==> src/sv/rba_pkg.sv <==
package rba_pkg;

	localparam int MAX_BLOCKS = 1024;
	localparam int BLK_W      = $clog2(MAX_BLOCKS);
	localparam int NUM_W      = $clog2(MAX_BLOCKS + 1);
	localparam int COUNT_BITS = 8;

	localparam logic [COUNT_BITS-1:0] COUNT_MAX = {COUNT_BITS{1'b1}};

	localparam logic [1:0] OP_ALLOC   = 2'd0;
	localparam logic [1:0] OP_RELEASE = 2'd1;
	localparam logic [1:0] OP_REF     = 2'd2;
	localparam logic [1:0] OP_NOP     = 2'd3;

	localparam logic [2:0] ST_OK            = 3'd0;
	localparam logic [2:0] ST_EMPTY         = 3'd1;
	localparam logic [2:0] ST_BAD_BLOCK     = 3'd2;
	localparam logic [2:0] ST_ZERO          = 3'd3;
	localparam logic [2:0] ST_SATURATED     = 3'd4;
	localparam logic [2:0] ST_NOT_ALLOCATED = 3'd5;

	typedef struct packed {
		logic [1:0]       operation;
		logic [BLK_W-1:0] block_number;
	} req_t;

	typedef struct packed {
		logic [2:0]            status;
		logic [BLK_W-1:0]      granted_block;
		logic [COUNT_BITS-1:0] count_after;
		logic [NUM_W-1:0]      free_blocks;
		logic [NUM_W-1:0]      blocks_in_use;
	} rsp_t;

	typedef struct packed {
		logic [1:0]       op;
		logic [BLK_W-1:0] blk;
		logic             in_range;
	} cmd_t;

endpackage

==> src/sv/rba_front.sv <==
module rba_front (
	input  logic                      clk,
	input  logic                      arst_n,
	input  logic                      push,
	input  rba_pkg::req_t             req,
	input  logic                      hold,
	input  logic [rba_pkg::NUM_W-1:0] n_eff,
	output logic                      full,
	input  logic                      deq,
	output logic                      head_valid,
	output rba_pkg::cmd_t             head
);

	rba_pkg::cmd_t slot_q [2];
	logic          wr_ptr_q;
	logic          rd_ptr_q;
	logic [1:0]    fill_q;
	logic          accept;
	logic          take;
	rba_pkg::cmd_t cmd;

	// Requests are classified on entry so the back end sees a range flag.
	always_comb begin
		cmd.op       = req.operation;
		cmd.blk      = req.block_number;
		cmd.in_range = {1'b0, req.block_number} < n_eff;
	end

	assign full       = (fill_q == 2'd2) | hold;
	assign accept     = push & ~full;
	assign head_valid = fill_q != 2'd0;
	assign take       = deq & head_valid;
	assign head       = slot_q[rd_ptr_q];

	always_ff @(posedge clk) begin
		if (accept) begin
			slot_q[wr_ptr_q] <= cmd;
		end
	end

	always_ff @(posedge clk or negedge arst_n) begin
		if (!arst_n) begin
			wr_ptr_q <= 1'b0;
			rd_ptr_q <= 1'b0;
			fill_q   <= 2'd0;
		end else begin
			if (accept) begin
				wr_ptr_q <= ~wr_ptr_q;
			end
			if (take) begin
				rd_ptr_q <= ~rd_ptr_q;
			end
			fill_q <= fill_q + {1'b0, accept} - {1'b0, take};
		end
	end

endmodule

==> config.mk <==
export PLATFORM = sky130hd
export DESIGN_NAME = rba_front
export DESIGN_NICKNAME = d
export VERILOG_FILES = /design/src/sv/rba_pkg.sv /design/src/sv/rba_front.sv
export SDC_FILE = /design/constraint.sdc
export NUM_CORES = 1
export LEC_CHECK = 0
export ABC_AREA = 0
export BUFFER_PORTS_ARGS = -buffer_cell sky130_fd_sc_hd__clkbuf_2
export CORE_ASPECT_RATIO = 0.5
export CORE_UTILIZATION = 35
export DETAILED_ROUTE_END_ITERATION = 8
export REMOVE_ABC_BUFFERS = 1
export SYNTH_ARGS = -nofsm -noshare
export SYNTH_HDL_FRONTEND = slang
export SYNTH_SLANG_ARGS = --single-unit
==> constraint.sdc <==
create_clock -name clk -period 2.42 [get_ports clk]
set_input_delay 0.242 -clock clk [delete_from_list [all_inputs] [get_ports clk]]
set_output_delay 0.242 -clock clk [all_outputs]
set_load 0.02 [all_outputs]
==> results by group <==
Global routing
  – Pin count of the biggest net entering global routing: 15
  – Vias in the first global route: 799
  – All-Layer GR Usage: 11.3%
  – First-pass GRT wire length: 3390 um
  – Antenna violations before repair: 0
  – Gr ovfl total: 0

Floorplanning
  – DIE AREA: 0.00418 mm^2
  – I/O pin count: 43
  – Die Span X: ~90 um
  – Initial Util: 38.2%
  – Die Height: 46.2 um
  – Core area: 0.00358 mm^2
  – Count of standard-cell rows: 15

Worst setup path
  – CP startpoint kind: flop
  – CP max FO: 14
  – Crit path kind: flop to output pin
  – Crit path required time: 2.18 ns
  – Worst EP arrival: 1.60 ns
  – CP endpoint kind: output pin

Yosys
  – Share of synthesized registers carrying an async set or reset: 13.3%
  – Gate count of the mapped netlist: 91
  – Library cells used by synthesis: 20
  – Sequential area share after synthesis: 64.4%
  – Mux contribution to synthesized area: approximately 11%
  – Post-Synth Simple-Gate Area: 4.21%
  – Compound-Gate Fraction of Synth Area: between 4 and 5%
  – EDFF count, synth: 26
  – Synth warn: 0
  – Synth Area in XOR/XNOR: 2.56%
  – Ys flop type: edfxtp_1
  – Top cells by area, synth: edfxtp_1 (57%), mux2_2 (11%), ha_1 (10%), dfrtp_1 (7.3%), inv_1 (3.3%)
  – Synth area leader: edfxtp_1
  – Area of the mapped netlist: 0.00137 mm^2
  – Top cell type's share of synthesized area: 57.1%
  – Largest family of logic cells by synthesized area: multiplexers
  – Area share of fa/ha/maj cells after synthesis: 10.1%
  – Syn avg cell area: 15.0 um^2
  – Yosys reg bits: 30

STA
  – Fin crit period: ~1.8 ns
  – Relative slew margins: 56.7%
  – Setup violators final: 0
  – RSZ-0062 raised after global routing: false
  – Worst-case clock skew: 0.00365 ns
  – Worst-margin pin slew: 0.649 ns
  – Final Max Slew Viols: 0
  – Period utilization: between 70% and 80%
  – Hold Violations, Final: 0
  – Setup TNS: 0 ns
  – Max Fclk: 544 MHz

CTS
  – Number of buffers created by CTS: 5
  – Clock Latency Late Sink: 0.27 ns
  – CTS max path bufs: 2
  – Postcts setup bufs: 0
  – Clock Sinks: 30
  – CTS tree: built
  – CTS H-Tree Depth: 2
  – Clock Root Buffer: clkbuf_8
  – CTS clk-pin slew, worst paths: 0.06 ns

Pwr
  – Leakage power: 0.000771 uW
  – Max IR drop VDD: 0.270 mV
  – PwrDens: 935 mW/mm^2

Routing
  – Vias/cell: 4.32
  – 1st-pass router iterations: 4
  – Routed WL: 2150 um
  – Post-route ant nets: 0
  – Initial DRC count: 17
  – DR DRC count: 0
  – Via count: between 800 and 900
  – Routed wire per std cell: 11.1 um

Placement
  – Routability cong.: ~0.73
  – Post-DP HPWL: about 1600 um
  – I/O Buffers: 42

Run
  – Max_cap viols: 0

Finish
  – Final Core Density: 48.3%
  – Ant diodes: 0
  – Area of the multi-input gates: approximately 430 um^2
  – Ratio of cells with drive above 1 in the final layout: around 44%
  – Register area: about 900 um^2
  – Fillers: 337
  – Nets: 180
  – P&R area growth vs syn: 26.6%

Outcome
  – Status: finished clean

Worst hold path
  – HP Class: input pin to flop
-- synth_stat cells (all sizes together), types with 2 or more instances --
cell,instances
inv,12
xnor2,3
edfxtp,26
nand2,3
dfrtp,4
ha,11
mux2,13
a21oi,5
nor2,2
a21o,2
-- placed cells by master (no fill, tap or decap), types with 3 or more instances in the layout --
cell      Yosys  final
clkinv_1      0      3
a21oi_1       5      5
edfxtp_1     26     26
nand2_1       3      3
mux2_2       13     13
dfrtp_1       4      4
inv_1        12     12
xnor2_1       3      3
ha_1         11     11
clkbuf_8      0      5
clkbuf_2      0     42
-- worst max-delay path, cell delays in order (launching register included) --
cell      delay [ns]
dfrtp_1         0.75
mux2_2          0.41
clkbuf_2        0.16
-- stage by stage --
stage / cell area (um^2) / instances / worst slack, ns / power (uW) / hold slack [ns]
finish: 1730 / 193 / 0.581 / 1620 / 0.166
global route: 1730 / 193 / 0.482 / 1720 / 0.159
CTS: 1730 / 193 / 0.523 / 1650 / 0.156
detailed placement: 1640 / 184 / 0.740 / 1290 / 0.0600
global placement: 1640 / 184 / 0.782 / 1270 / 0.0595
floorplan: 1360 / 90 / 0.757 / 1110 / -0.0536
-- cells by family (layout without fill, tap and decap cells) --
group	count (synthesis)	in the layout
AOI/OAI and AO/OA	10	10
xor gates and xnor gates	4	4
and+or+nand+nor	10	10
DFF	30	30
buffers and inverters	13	64
muxes	13	13
adders and majority gates	11	11
-- worst paths after layout --
kind	start	end	slack (ns)	depth (start not counted)
min in group asynchronous	arst_n	fill_q[0]	0.32	2
max in group asynchronous	arst_n	rd_ptr_q	1.98	2
min	req[10]	slot_q[0][11]	0.17	1
max	rd_ptr_q	head[6]	0.58	2
max reg2reg	fill_q[1]	fill_q[1]	0.75	7
min reg2reg	wr_ptr_q	wr_ptr_q	0.49	1
-- layout make-up --
class                   count  share of cell area, %
flip-flops and latches     30                   50.9
clock inverters             3                  0.650
multi-input cells          48                   25.1
clock buffers               5                   3.97
well taps                  51                   3.68
inverters                  12                   2.60
repair buffers             44                   13.2
-- flip-flops by register name (all words and copies together) (netlist names) --
register	flops
fill_q	2
rd_ptr_q	1
slot_q	26
wr_ptr_q	1
-- timing repair --
action,CTS,global route
resized for setup,0,0
hold endpoints to repair,4,0
hold buffers,1,0
-- per-layer routing --
layer | up-vias | GRT usage, % | wire length [um]
met4 | 0 | 5.81 | 0
met1 | 391 | 12.9 | 998
met5 | - | 0 | 0
met3 | 0 | 4.13 | 85
met2 | 15 | 19.7 | 1070
li1 | 427 | - | -
-- report_power, final --
group,internal (uW),switching [uW]
clock,191,167
combinational,249,268
sequential,662,81.4
Note: power is estimated with default switching activity, not from simulation.
